## src/assert_macros.svh

```systemverilog
// ---------------------------------------------------------------------------
// assert_macros.svh
// Concurrent assertion shorthands; all sample on clk, disabled under rst_n.
// ---------------------------------------------------------------------------
`ifndef ASSERT_MACROS_SVH
`define ASSERT_MACROS_SVH

// Check that a condition holds at every clock edge out of reset.
`define ASSERT_ALWAYS(lbl, cond, msg) \
  lbl: assert property (@(posedge clk) disable iff (!rst_n) (cond)) else $error(msg);

// Check that a consequent holds in the same cycle as its antecedent.
`define ASSERT_IMPLIES(lbl, ante, cons, msg) \
  lbl: assert property (@(posedge clk) disable iff (!rst_n) (ante) |-> (cons)) \
    else $error(msg);

// Check that a consequent holds in the cycle after its antecedent.
`define ASSERT_NEXT(lbl, ante, cons, msg) \
  lbl: assert property (@(posedge clk) disable iff (!rst_n) (ante) |=> (cons)) \
    else $error(msg);

`endif

```

## src/sqid_pkg.sv

```systemverilog
// ---------------------------------------------------------------------------
// sqid_pkg
// Shared types and fixed constants of the sliding quantile interval detector.
// ---------------------------------------------------------------------------
package sqid_pkg;

  localparam int TAG_BITS    = 21;
  localparam int THR_BITS    = 11;
  localparam int RANK_BITS   = 5;
  localparam int SCORE_BITS  = 11;
  localparam int DIV_W       = 32;
  localparam int PADDR_W     = 4;
  localparam int PDATA_W     = 32;

  localparam logic [DIV_W-1:0]    SCORE_SCALE   = 32'd2000;
  localparam logic [THR_BITS-1:0] RST_THRESHOLD = 11'd10;
  localparam logic                RST_ENABLE    = 1'b1;

  // Register indexes (paddr[3:2])
  localparam logic [1:0] REG_DETECT_ENABLE   = 2'd0;
  localparam logic [1:0] REG_ALERT_THRESHOLD = 2'd1;
  localparam logic [1:0] REG_QUANTILE_RANK   = 2'd2;

  typedef enum logic [3:0] {
    ST_IDLE,
    ST_FETCH,
    ST_PREP,
    ST_MERGE,
    ST_MOD_GO,
    ST_MOD,
    ST_DIV_GO,
    ST_DIV,
    ST_DONE
  } sqid_state_t;

endpackage

```

## src/sqid_in_if.sv

```systemverilog
// ---------------------------------------------------------------------------
// sqid_in_if
// Sample channel: valid/ready handshake carrying one interval sample beat.
// ---------------------------------------------------------------------------
interface sqid_in_if #(
  parameter int SAMPLE_BITS = 21
);
  logic                          valid;
  logic                          ready;
  logic [SAMPLE_BITS-1:0]        interval_sample;
  logic                          packet_valid;
  logic [sqid_pkg::TAG_BITS-1:0] setting_tag;

  modport source (output valid, interval_sample, packet_valid, setting_tag, input ready);
  modport sink   (input valid, interval_sample, packet_valid, setting_tag, output ready);
endinterface

```

## src/sqid_out_if.sv

```systemverilog
// ---------------------------------------------------------------------------
// sqid_out_if
// Result channel: valid/ready handshake carrying one detection result beat.
// ---------------------------------------------------------------------------
interface sqid_out_if #(
  parameter int SAMPLE_BITS = 21
);
  logic                            valid;
  logic                            ready;
  logic                            alert;
  logic [sqid_pkg::SCORE_BITS-1:0] deviation_score;
  logic                            window_ready;
  logic [SAMPLE_BITS-1:0]          reference_value;

  modport source (output valid, alert, deviation_score, window_ready, reference_value,
                  input ready);
  modport sink   (input valid, alert, deviation_score, window_ready, reference_value,
                  output ready);
endinterface

```

## src/sliding_quantile_interval_detector.sv

```systemverilog
// ---------------------------------------------------------------------------
// sliding_quantile_interval_detector
// Sorted sliding window of interval samples with order-statistic deviation.
// ---------------------------------------------------------------------------
//
//  Channel | Dir | Handshake               | Beat contents
//  --------+-----+-------------------------+------------------------------------
//  in_ch   | in  | valid/ready             | interval_sample, packet_valid, tag
//  out_ch  | out | valid/ready             | alert, score, window_ready, ref
//  cfg     | in  | APB psel/penable/pready | detect_enable, threshold, rank
//
//  Sequencing: an ignored sample goes from idle straight to done; a kept
//  sample is fetched, prepared and merged. The merge pass walks the sorted
//  memory one entry a cycle. Once the window is full and the reference is
//  nonzero, the shared divider runs twice at one quotient bit a cycle
//  (modulo, then scaling).
//  Reset: control state and the window bookkeeping clear synchronously; the
//  window memories need no clearing pass.
//  Stalls: in_ch.ready is high only in idle; a result held by out_ch stalls
//  the next result's hand-off but not the next sample's acceptance.
// ---------------------------------------------------------------------------
`include "assert_macros.svh"

module sliding_quantile_interval_detector #(
  parameter int WINDOW_DEPTH = 24,
  parameter int SAMPLE_BITS  = 21
) (
  input  logic                          clk,
  input  logic                          rst_n,
  sqid_in_if.sink                       in_ch,
  sqid_out_if.source                    out_ch,
  input  logic                          psel,
  input  logic                          penable,
  input  logic                          pwrite,
  input  logic [sqid_pkg::PADDR_W-1:0]  paddr,
  input  logic [sqid_pkg::PDATA_W-1:0]  pwdata,
  output logic [sqid_pkg::PDATA_W-1:0]  prdata,
  output logic                          pready
);

  localparam int IDX_W  = $clog2(WINDOW_DEPTH);
  localparam int CNT_W  = $clog2(WINDOW_DEPTH + 1);
  localparam int SB     = SAMPLE_BITS;
  localparam int DW     = sqid_pkg::DIV_W;
  localparam int TB     = sqid_pkg::TAG_BITS;
  localparam int SCB    = sqid_pkg::SCORE_BITS;
  localparam int MEM_D  = 2 ** (IDX_W + 1);
  localparam logic [sqid_pkg::RANK_BITS-1:0] RST_RANK =
    sqid_pkg::RANK_BITS'(WINDOW_DEPTH / 6);

  // -------------------------------------------------------------------------
  // Configuration registers
  // -------------------------------------------------------------------------
  logic                              en_r;
  logic [sqid_pkg::THR_BITS-1:0]     thr_r;
  logic [sqid_pkg::RANK_BITS-1:0]    rank_r;
  logic                              cfg_wr;

  assign pready = 1'b1;
  assign cfg_wr = psel && penable && pwrite;

  always_ff @(posedge clk) begin
    if (!rst_n) begin
      en_r   <= sqid_pkg::RST_ENABLE;
      thr_r  <= sqid_pkg::RST_THRESHOLD;
      rank_r <= RST_RANK;
    end else if (cfg_wr) begin
      unique case (paddr[3:2])
        sqid_pkg::REG_DETECT_ENABLE:   en_r   <= pwdata[0];
        sqid_pkg::REG_ALERT_THRESHOLD: thr_r  <= pwdata[sqid_pkg::THR_BITS-1:0];
        sqid_pkg::REG_QUANTILE_RANK:   rank_r <= pwdata[sqid_pkg::RANK_BITS-1:0];
        default: ;
      endcase
    end
  end

  always_comb begin
    unique case (paddr[3:2])
      sqid_pkg::REG_DETECT_ENABLE:   prdata = sqid_pkg::PDATA_W'(en_r);
      sqid_pkg::REG_ALERT_THRESHOLD: prdata = sqid_pkg::PDATA_W'(thr_r);
      sqid_pkg::REG_QUANTILE_RANK:   prdata = sqid_pkg::PDATA_W'(rank_r);
      default:                       prdata = '0;
    endcase
  end

  // Saturate the rank into the window
  logic [IDX_W-1:0] rank_eff;
  always_comb begin
    if (32'(rank_r) >= 32'(WINDOW_DEPTH)) rank_eff = IDX_W'(WINDOW_DEPTH - 1);
    else                                  rank_eff = IDX_W'(rank_r);
  end

  // -------------------------------------------------------------------------
  // State and working registers
  // -------------------------------------------------------------------------
  sqid_pkg::sqid_state_t state_r, state_nxt;

  logic [IDX_W-1:0] w_r;        // ring write slot
  logic             filled_r;   // window holds WINDOW_DEPTH samples
  logic [TB-1:0]    last_tag_r;
  logic             bank_r;     // sorted bank currently valid

  logic [SB-1:0]    sample_r;
  logic [SB-1:0]    q_r;
  logic [SB-1:0]    old_r;      // sample leaving the window
  logic             ready_r;
  logic [SCB-1:0]   score_r;
  logic [DW-1:0]    num_r;

  logic [CNT_W-1:0] k_r, k_nxt; // source index of merge pass
  logic [CNT_W-1:0] j_r, j_nxt; // destination index of merge pass
  logic [CNT_W-1:0] n_r;        // source length
  logic             rem_pend_r; // oldest sample still to drop
  logic             ins_pend_r; // new sample still to place

  logic             out_valid_r;
  logic             out_alert_r;
  logic [SCB-1:0]   out_score_r;
  logic             out_wready_r;
  logic [SB-1:0]    out_ref_r;

  // -------------------------------------------------------------------------
  // Window memories: sorted values in two banks, samples in arrival order
  // -------------------------------------------------------------------------
  logic [SB-1:0]    sort_mem [MEM_D];
  logic [SB-1:0]    ring_mem [WINDOW_DEPTH];
  logic [SB-1:0]    rd_q;
  logic [SB-1:0]    ring_q;
  logic [IDX_W-1:0] rd_idx;
  logic             wr_en;
  logic [SB-1:0]    wr_data;
  logic             ring_wr;

  always_ff @(posedge clk) begin
    rd_q <= sort_mem[{bank_r, rd_idx}];
    if (wr_en) sort_mem[{~bank_r, j_r[IDX_W-1:0]}] <= wr_data;
  end

  always_ff @(posedge clk) begin
    ring_q <= ring_mem[w_r];
    if (ring_wr) ring_mem[w_r] <= sample_r;
  end

  // -------------------------------------------------------------------------
  // Merge step: drop the oldest sample, place the new one, copy the rest
  // -------------------------------------------------------------------------
  logic src_ok, m_skip, m_ins, m_cpy, m_fin;

  always_comb begin
    src_ok = k_r < n_r;
    m_skip = rem_pend_r && src_ok && (rd_q == old_r);
    // ties: the new sample goes after equal values already present
    m_ins  = !m_skip && ins_pend_r && (!src_ok || (rd_q > sample_r));
    m_cpy  = !m_skip && !m_ins && src_ok;
    m_fin  = !m_skip && !m_ins && !src_ok;
  end

  // -------------------------------------------------------------------------
  // Shared divider
  // -------------------------------------------------------------------------
  logic           div_start;
  logic [DW-1:0]  div_dividend;
  logic           div_done;
  logic [DW-1:0]  div_quo;
  logic [SB-1:0]  div_rem;
  logic [SB-1:0]  half;
  logic [SB-1:0]  dev;
  logic           div_wait;

  assign half     = q_r >> 1;
  assign dev      = (div_rem >= half) ? (div_rem - half) : (half - div_rem);
  assign div_wait = (state_r == sqid_pkg::ST_MOD) || (state_r == sqid_pkg::ST_DIV);

  sqid_div #(
    .SAMPLE_BITS(SB)
  ) u_div (
    .clk      (clk),
    .rst_n    (rst_n),
    .start    (div_start),
    .dividend (div_dividend),
    .divisor  (q_r),
    .done     (div_done),
    .quotient (div_quo),
    .remainder(div_rem)
  );

  // -------------------------------------------------------------------------
  // Sequencer
  // -------------------------------------------------------------------------
  logic in_ready;
  logic in_acc;
  logic in_skip;
  logic out_load;

  assign in_acc  = in_ch.valid && in_ready;
  assign in_skip = !en_r || !in_ch.packet_valid || (in_ch.interval_sample == '0);

  always_comb begin
    state_nxt = state_r;
    unique case (state_r)
      sqid_pkg::ST_IDLE: begin
        if (in_acc) state_nxt = in_skip ? sqid_pkg::ST_DONE : sqid_pkg::ST_FETCH;
      end
      sqid_pkg::ST_FETCH:  state_nxt = sqid_pkg::ST_PREP;
      sqid_pkg::ST_PREP:   state_nxt = sqid_pkg::ST_MERGE;
      sqid_pkg::ST_MERGE: begin
        if (m_fin) begin
          state_nxt = (ready_r && (q_r != '0)) ? sqid_pkg::ST_MOD_GO : sqid_pkg::ST_DONE;
        end
      end
      sqid_pkg::ST_MOD_GO: state_nxt = sqid_pkg::ST_MOD;
      sqid_pkg::ST_MOD: begin
        if (div_done) state_nxt = sqid_pkg::ST_DIV_GO;
      end
      sqid_pkg::ST_DIV_GO: state_nxt = sqid_pkg::ST_DIV;
      sqid_pkg::ST_DIV: begin
        if (div_done) state_nxt = sqid_pkg::ST_DONE;
      end
      sqid_pkg::ST_DONE: begin
        if (!out_valid_r || out_ch.ready) state_nxt = sqid_pkg::ST_IDLE;
      end
      default: state_nxt = sqid_pkg::ST_IDLE;
    endcase
  end

  always_comb begin
    in_ready     = 1'b0;
    div_start    = 1'b0;
    div_dividend = num_r;
    wr_en        = 1'b0;
    wr_data      = m_ins ? sample_r : rd_q;
    ring_wr      = 1'b0;
    rd_idx       = k_nxt[IDX_W-1:0];
    out_load     = 1'b0;
    unique case (state_r)
      sqid_pkg::ST_IDLE:   in_ready = 1'b1;
      sqid_pkg::ST_FETCH:  rd_idx   = rank_eff;
      sqid_pkg::ST_PREP: begin
        rd_idx  = '0;
        ring_wr = 1'b1;
      end
      sqid_pkg::ST_MERGE:  wr_en = m_ins || m_cpy;
      sqid_pkg::ST_MOD_GO: begin
        div_start    = 1'b1;
        div_dividend = DW'(sample_r) - DW'(half);
      end
      sqid_pkg::ST_DIV_GO: div_start = 1'b1;
      sqid_pkg::ST_DONE:   out_load = !out_valid_r || out_ch.ready;
      default: ;
    endcase
  end

  always_comb begin
    k_nxt = k_r;
    j_nxt = j_r;
    if (state_r == sqid_pkg::ST_MERGE) begin
      if (m_skip || m_cpy) k_nxt = k_r + 1'b1;
      if (m_ins || m_cpy)  j_nxt = j_r + 1'b1;
    end else if (state_r == sqid_pkg::ST_PREP) begin
      k_nxt = '0;
      j_nxt = '0;
    end
  end

  // Control registers
  always_ff @(posedge clk) begin
    if (!rst_n) begin
      state_r     <= sqid_pkg::ST_IDLE;
      w_r         <= '0;
      filled_r    <= 1'b0;
      last_tag_r  <= '0;
      bank_r      <= 1'b0;
      out_valid_r <= 1'b0;
      k_r         <= '0;
      j_r         <= '0;
      rem_pend_r  <= 1'b0;
      ins_pend_r  <= 1'b0;
    end else begin
      state_r <= state_nxt;
      k_r     <= k_nxt;
      j_r     <= j_nxt;
      // restart the window on a new setting tag
      if (in_acc && !in_skip) begin
        last_tag_r <= in_ch.setting_tag;
        if (in_ch.setting_tag != last_tag_r) begin
          w_r      <= '0;
          filled_r <= 1'b0;
        end
      end
      if (state_r == sqid_pkg::ST_PREP) begin
        rem_pend_r <= filled_r;
        ins_pend_r <= 1'b1;
      end else if (state_r == sqid_pkg::ST_MERGE) begin
        if (m_skip) rem_pend_r <= 1'b0;
        if (m_ins)  ins_pend_r <= 1'b0;
        // commit: flip banks, advance the ring slot
        if (m_fin) begin
          bank_r <= ~bank_r;
          if (w_r == IDX_W'(WINDOW_DEPTH - 1)) begin
            w_r      <= '0;
            filled_r <= 1'b1;
          end else begin
            w_r <= w_r + 1'b1;
          end
        end
      end
      if (out_load)                        out_valid_r <= 1'b1;
      else if (out_valid_r && out_ch.ready) out_valid_r <= 1'b0;
    end
  end

  // Payload registers
  always_ff @(posedge clk) begin
    if (in_acc) begin
      sample_r <= in_ch.interval_sample;
      ready_r  <= 1'b0;
      q_r      <= '0;
      score_r  <= '0;
    end
    if (state_r == sqid_pkg::ST_PREP) begin
      ready_r <= filled_r;
      q_r     <= filled_r ? rd_q : '0;
      old_r   <= ring_q;
      n_r     <= filled_r ? CNT_W'(WINDOW_DEPTH) : CNT_W'(w_r);
    end
    // scale the folded deviation, then divide by q
    if (state_r == sqid_pkg::ST_MOD && div_done) begin
      num_r <= DW'(dev) * sqid_pkg::SCORE_SCALE;
    end
    if (state_r == sqid_pkg::ST_DIV && div_done) begin
      score_r <= div_quo[SCB-1:0];
    end
    if (out_load) begin
      out_alert_r  <= (score_r != '0) && (score_r <= thr_r);
      out_score_r  <= score_r;
      out_wready_r <= ready_r;
      out_ref_r    <= q_r;
    end
  end

  assign in_ch.ready            = in_ready;
  assign out_ch.valid           = out_valid_r;
  assign out_ch.alert           = out_alert_r;
  assign out_ch.deviation_score = out_score_r;
  assign out_ch.window_ready    = out_wready_r;
  assign out_ch.reference_value = out_ref_r;

  // -------------------------------------------------------------------------
  // Assertions
  // -------------------------------------------------------------------------
  `ASSERT_NEXT(a_busy_after_accept, in_acc, !in_ch.ready, "ready high right after accept")
  `ASSERT_IMPLIES(a_merge_in_range, wr_en, j_r < CNT_W'(WINDOW_DEPTH), "merge write overflow")
  `ASSERT_ALWAYS(a_slot_in_range, w_r <= IDX_W'(WINDOW_DEPTH - 1), "write slot out of window")
  `ASSERT_IMPLIES(a_div_done_waited, div_done, div_wait, "divider done while not waiting")

endmodule

```

## src/sqid_div.sv

```systemverilog
// ---------------------------------------------------------------------------
// sqid_div
// Restoring divider, one quotient bit per cycle; quotient and remainder.
// ---------------------------------------------------------------------------
module sqid_div #(
  parameter int SAMPLE_BITS = 21
) (
  input  logic                         clk,
  input  logic                         rst_n,
  input  logic                         start,
  input  logic [sqid_pkg::DIV_W-1:0]   dividend,
  input  logic [SAMPLE_BITS-1:0]       divisor,
  output logic                         done,
  output logic [sqid_pkg::DIV_W-1:0]   quotient,
  output logic [SAMPLE_BITS-1:0]       remainder
);

  localparam int DW    = sqid_pkg::DIV_W;
  localparam int CNT_W = $clog2(DW);

  logic             busy_r, busy_nxt;
  logic             done_r, done_nxt;
  logic [CNT_W-1:0] cnt_r, cnt_nxt;
  logic [DW-1:0]    quo_r, quo_nxt;
  logic [SAMPLE_BITS-1:0] rem_r, rem_nxt;
  logic [SAMPLE_BITS-1:0] dvs_r, dvs_nxt;

  logic [SAMPLE_BITS:0] rem_sh;
  logic [SAMPLE_BITS:0] diff;

  always_comb begin
    rem_sh   = {rem_r, quo_r[DW-1]};
    diff     = rem_sh - {1'b0, dvs_r};
    busy_nxt = busy_r;
    done_nxt = 1'b0;
    cnt_nxt  = cnt_r;
    quo_nxt  = quo_r;
    rem_nxt  = rem_r;
    dvs_nxt  = dvs_r;
    if (start) begin
      busy_nxt = 1'b1;
      cnt_nxt  = CNT_W'(DW - 1);
      quo_nxt  = dividend;
      rem_nxt  = '0;
      dvs_nxt  = divisor;
    end else if (busy_r) begin
      // subtract when no borrow, else keep the shifted remainder
      if (!diff[SAMPLE_BITS]) begin
        rem_nxt = diff[SAMPLE_BITS-1:0];
        quo_nxt = {quo_r[DW-2:0], 1'b1};
      end else begin
        rem_nxt = rem_sh[SAMPLE_BITS-1:0];
        quo_nxt = {quo_r[DW-2:0], 1'b0};
      end
      cnt_nxt = cnt_r - 1'b1;
      if (cnt_r == '0) begin
        busy_nxt = 1'b0;
        done_nxt = 1'b1;
      end
    end
  end

  always_ff @(posedge clk) begin
    if (!rst_n) begin
      busy_r <= 1'b0;
      done_r <= 1'b0;
      cnt_r  <= '0;
    end else begin
      busy_r <= busy_nxt;
      done_r <= done_nxt;
      cnt_r  <= cnt_nxt;
    end
  end

  always_ff @(posedge clk) begin
    quo_r <= quo_nxt;
    rem_r <= rem_nxt;
    dvs_r <= dvs_nxt;
  end

  assign done      = done_r;
  assign quotient  = quo_r;
  assign remainder = rem_r;

endmodule
```

## src/flat_wrapper.sv

```systemverilog
// flat-port wrapper written by rule: the top's interface ports become plain ports
module sliding_quantile_interval_detector_flat 
#(
  parameter int WINDOW_DEPTH = 24,
  parameter int SAMPLE_BITS  = 21
)
  (clk, rst_n, psel, penable, pwrite, paddr, pwdata, prdata, pready, in_ch_valid, in_ch_interval_sample, in_ch_packet_valid, in_ch_setting_tag, in_ch_ready, out_ch_valid, out_ch_alert, out_ch_deviation_score, out_ch_window_ready, out_ch_reference_value, out_ch_ready);
  sqid_in_if #(.SAMPLE_BITS(SAMPLE_BITS)) in_ch_i ();
  sqid_out_if #(.SAMPLE_BITS(SAMPLE_BITS)) out_ch_i ();
  input  logic clk;
  input  logic rst_n;
  input  logic psel;
  input  logic penable;
  input  logic pwrite;
  input  logic [sqid_pkg::PADDR_W-1:0] paddr;
  input  logic [sqid_pkg::PDATA_W-1:0] pwdata;
  output logic [sqid_pkg::PDATA_W-1:0] prdata;
  output logic pready;
  input wire logic [$bits(in_ch_i.valid)-1:0] in_ch_valid;
  input wire logic [$bits(in_ch_i.interval_sample)-1:0] in_ch_interval_sample;
  input wire logic [$bits(in_ch_i.packet_valid)-1:0] in_ch_packet_valid;
  input wire logic [$bits(in_ch_i.setting_tag)-1:0] in_ch_setting_tag;
  output wire logic [$bits(in_ch_i.ready)-1:0] in_ch_ready;
  output wire logic [$bits(out_ch_i.valid)-1:0] out_ch_valid;
  output wire logic [$bits(out_ch_i.alert)-1:0] out_ch_alert;
  output wire logic [$bits(out_ch_i.deviation_score)-1:0] out_ch_deviation_score;
  output wire logic [$bits(out_ch_i.window_ready)-1:0] out_ch_window_ready;
  output wire logic [$bits(out_ch_i.reference_value)-1:0] out_ch_reference_value;
  input wire logic [$bits(out_ch_i.ready)-1:0] out_ch_ready;
  assign in_ch_i.valid = in_ch_valid;
  assign in_ch_i.interval_sample = in_ch_interval_sample;
  assign in_ch_i.packet_valid = in_ch_packet_valid;
  assign in_ch_i.setting_tag = in_ch_setting_tag;
  assign in_ch_ready = in_ch_i.ready;
  assign out_ch_valid = out_ch_i.valid;
  assign out_ch_alert = out_ch_i.alert;
  assign out_ch_deviation_score = out_ch_i.deviation_score;
  assign out_ch_window_ready = out_ch_i.window_ready;
  assign out_ch_reference_value = out_ch_i.reference_value;
  assign out_ch_i.ready = out_ch_ready;
  sliding_quantile_interval_detector #(.WINDOW_DEPTH(WINDOW_DEPTH), .SAMPLE_BITS(SAMPLE_BITS)) u_core (.clk(clk), .rst_n(rst_n), .in_ch(in_ch_i), .out_ch(out_ch_i), .psel(psel), .penable(penable), .pwrite(pwrite), .paddr(paddr), .pwdata(pwdata), .prdata(prdata), .pready(pready));
endmodule
```

## config.mk

```make
export PLATFORM = sky130hd
export DESIGN_NAME = sliding_quantile_interval_detector_flat
export DESIGN_NICKNAME = d
export VERILOG_FILES = /design/src/sqid_pkg.sv /design/src/sqid_in_if.sv /design/src/sqid_out_if.sv /design/src/sliding_quantile_interval_detector.sv /design/src/sqid_div.sv /design/src/flat_wrapper.sv
export VERILOG_INCLUDE_DIRS = /design/src /design/src/src
export SDC_FILE = /design/constraint.sdc
export NUM_CORES = 2
export LEC_CHECK = 0
export ABC_AREA = 1
export ABC_CLOCK_PERIOD_IN_PS = 6900
export BUFFER_PORTS_ARGS = -buffer_cell sky130_fd_sc_hd__buf_2
export CORE_ASPECT_RATIO = 0.5
export CORE_UTILIZATION = 39
export CTS_BUF_LIST = sky130_fd_sc_hd__clkbuf_4 sky130_fd_sc_hd__clkbuf_8
export CTS_CLUSTER_SIZE = 20
export DETAILED_ROUTE_END_ITERATION = 16
export GPL_TIMING_DRIVEN = 0
export PLACE_DENSITY = 0.61
export SLEW_MARGIN = 30
export SYNTH_ARGS = -nofsm -noshare
export SYNTH_HDL_FRONTEND = slang
export SYNTH_HIERARCHICAL = 1
export SYNTH_SLANG_ARGS = --single-unit
```

## constraint.sdc

```tcl
create_clock -name clk -period 6.9 [get_ports clk]
set_clock_uncertainty 0.15 [all_clocks]
set_input_delay 0.69 -clock clk [delete_from_list [all_inputs] [get_ports clk]]
set_output_delay 0.69 -clock clk [all_outputs]
set_load 0.01 [all_outputs]
```

==> qor.yml <==
global_routing:
  grt_pass1_vias: 69800
  antenna_found_initial: 20
  grt_max_degree: 35
  track_usage: 0.245
  grt.overflow.total: 0
  grt_pass1_wl_um: 470000
sta:
  min_period_over_period: 1.06
  setup_viol: 8
  slew_violations: 0
  relSlewSlack: 0.295
  hold_viol: 0
  timing.final.ws_setup_ns: -0.391
  final.min_clock_period_ns: 7.29
  rsz0062_at_grt: "yes"
  max_freq_mhz: 137
  worstMarginPinSlew_ns: 1.06
worst_setup_path:
  r2r-start: "u_core/q_r[7]$_SDFFCE_PN0P_"
  r2r-end: "u_core/num_r[31]$_DFFE_PP_"
  slowest_delay_ns: 0.55
  regToRegSetupSlack_ns: -0.39
  crit_top_cell: "inv_2"
  start_kind: "register"
  critPathBufInv: 8
  worst_path_max_delay_cell: "fa_1"
  crit_type: "register to register"
  crit_required_ns: 7.41
  reg2reg_depth: 39
  path_max_fanout: 6
  crit_family: "adder cells"
  crit_path_end_kind: "register"
  arrival_ns: 7.81
clock_tree:
  worstSkewPairLatency_ns: 0.99
  h-tree-depth: 5
  tritoncts: "done"
  ctsRootBufferMaster: "clkbuf_8"
  clk_pin_slew_worst_paths_ns: 0.07
  cts_buffers: 329
  clock_path_buffers: 4
  clock-sinks: 2175
die:
  coreArea_um2: 256000
  dieWidth_um: 721
  dieArea_um2: 260000
  io_pins: 155
  die_y_um: 361
  row_count: 131
  initial_core_util: 0.394
placed_design:
  globalplace.congestion: 0.971
  numPortBuffers: 109
  hpwlAfterDp_um: 238000
  placed_area_um2: 111000
detailed_routing:
  via_per_inst: 5.21
  drtIter0Drc: 9371
  num_vias: 74300
  wl_per_cell_um: 23.0
  drc: 0
  dr.pass1.iters: 6
  postRouteAntennaNets: 0
  wirelength_um: 329000
final_layout:
  nets: 10900
  final_layout_size_suffix_gt1_frac: 0.138
  multiInputGateArea_um2: 29000
  fillers: 23300
  area_growth_pct: 18.2
  seq_area_um2: 64000
  final_area_um2: 119000
yosys:
  avgSynthCellArea_um2: 10.3
  synth_top_area_cell: "edfxtp_1"
  ys_types: 65
  synth.most_common_cell: "edfxtp_1"
  syn_area_um2: 101000
  synth-edff-count: 2043
  synth_warnings: 6
  synth_top_area_share: 0.609
  ys_seq_area_frac: 0.635
  syn_inst: 9773
  synth_common_cells: "edfxtp_1 (2043), nand2_1 (1886), inv_1 (1728)"
  ys.flop_type: "edfxtp_1"
  synth.ff_latch_count: 2175
  yosys-top-cells-area: "edfxtp_1 (61%), nand3_1 (7.9%), nand2_1 (7.0%)"
  async_reset_ff_frac: 0
hold_path:
  min_to: "u_core/thr_r[3]$_SDFFE_PN1P_"
  hold_start: "paddr[3]"
  worstHoldPathCells: 5
  hold_path.class: "input port to register"
status:
  failed_checks: "negative setup slack"
  status: "complete, but fails checks"
flow_run:
  drv_cap: 0
cell type report:
class | count | share of cell area
Sequential cell | 2175 | 0.538
Antenna cell | 4 | 0.0000841
Tap cell | 3458 | 0.0364
Timing Repair Buffer | 449 | 0.0520
Clock buffer | 460 | 0.0471
Buffer | 481 | 0.0219
Multi-Input combinational cell | 5379 | 0.244
Inverter | 1749 | 0.0552
Clock inverter | 115 | 0.00565
metal layers:
| metal | vias to the layer above | share of wire | track usage |
|---|---|---|---|
| li1 | 34100 | - | - |
| met1 | 35700 | 0.41 | 0.336 |
| met2 | 3843 | 0.43 | 0.368 |
| met3 | 690 | 0.11 | 0.0575 |
| met4 | 8 | 0.053 | 0.118 |
| met5 | - | 0.00015 | 0 |
how the worst max path moves through the flow:
| stage | to | depth (start not counted) | startpoint |
|---|---|---|---|
| 2_1_floorplan | u_core/num_r[31]$_DFFE_PP_ | 41 | u_core/q_r[3]$_SDFFCE_PN0P_ |
| 3_5_place_dp | u_core/num_r[31]$_DFFE_PP_ | 38 | u_core/q_r[6]$_SDFFCE_PN0P_ |
| 6_report | u_core/num_r[31]$_DFFE_PP_ | 39 | u_core/q_r[7]$_SDFFCE_PN0P_ |
| 3_3_place_gp | u_core/sort_mem[35][6]$_DFFE_PP_ | 13 | u_core/sample_r[20]$_DFFE_PP_ |
| 4_1_cts | u_core/num_r[31]$_DFFE_PP_ | 41 | u_core/q_r[3]$_SDFFCE_PN0P_ |
| 5_1_grt | u_core/num_r[31]$_DFFE_PP_ | 40 | u_core/q_r[7]$_SDFFCE_PN0P_ |
cell usage in the layout, fill, tap and decap left out, types with 32 or more instances in the layout:
master	count
clkbuf_4	118
buf_2	293
xnor2_1	39
dfxtp_1	132
fa_1	76
a21oi_1	138
xor2_1	59
buf_6	43
nor2_1	461
inv_1	1711
o21ai_0	367
clkinv_1	62
inv_2	32
dlygate4sd3_1	57
nand4_1	42
clkbuf_1	165
buf_4	168
nand3_1	1585
o22ai_1	99
ha_1	173
nand2_1	1873
buf_8	52
buf_16	118
o221ai_1	34
nand2_2	33
nor2_4	91
clkbuf_8	344
clkinv_2	34
edfxtp_1	2043
registers in the layout, summed over array words and instances, names as in the netlist, 5 cells and up:
signal and flops:
u_core/n_r 5, u_core/ring_mem 504, u_core/out_ch.reference_value 21, u_core/sort_mem 1344, u_core/u_div/cnt_r 5, u_core/q_r 21
u_core/j_r 5, u_core/rank_r 5, u_core/u_div/quotient 32, u_core/sample_r 21, u_core/rd_q 21, u_core/thr_r 11
u_core/last_tag_r 21, u_core/w_r 5, u_core/num_r 28, u_core/old_r 21, u_core/u_div/dvs_r 21, u_core/score_r 11
u_core/out_ch.deviation_score 11, u_core/u_div/remainder 21, u_core/ring_q 21, u_core/k_r 5
worst min-delay path: stages:
cell and delay, ns:
buf_2 0.10, nor2_1 0.06, inv_1 0.06, nor2_1 0.09, o211ai_1 0.16
timing repair:
item,CTS,global route
setup endpoints to repair,20,16
endpoints found under the hold margin,61,0
cloned,1,0
setup buffers,46,30
pin swaps,26,45
hold buffers,57,0
gates resized for setup,74,47
cell families (layout without fill, tap and decap cells):
kind of cell / Yosys count / after routing / synth area share
AOI/OAI and AO/OA: 785 / 785 / 0.0443
adders and majority gates: 262 / 262 / 0.0382
xor gates and xnor gates: 100 / 100 / 0.00870
other: 2 / 26 / 0.0000746
buffers and inverters: 2239 / 3254 / 0.0908
DFF: 2175 / 2175 / 0.635
muxes: 1 / 1 / 0.0000994
and+or+nand+nor: 4209 / 4209 / 0.182
per-stage QoR:
| step | setup WS [ns] | hold WS (ns) | cells | TNS [ns] | utilization |
|---|---|---|---|---|---|
| detailed placement | -1.72 | 0.242 | 13600 | -19.26 | 0.434 |
| CTS | -0.558 | 0.00213 | 14200 | -2.61 | 0.463 |
| global route | -0.716 | 0.0735 | 14300 | -3.89 | 0.465 |
| finish | -0.391 | 0.0854 | 14300 | -1.46 | 0.465 |
| floorplan | -0.000448 | 0.236 | 9793 | -0.000448 | - |
| global placement | -6.47 | 0.241 | 13400 | -7690.17 | 0.413 |
Power is left out: the tool's default activity adds up to more than one toggle a clock period on the data nets, which glitch-free logic cannot reach.
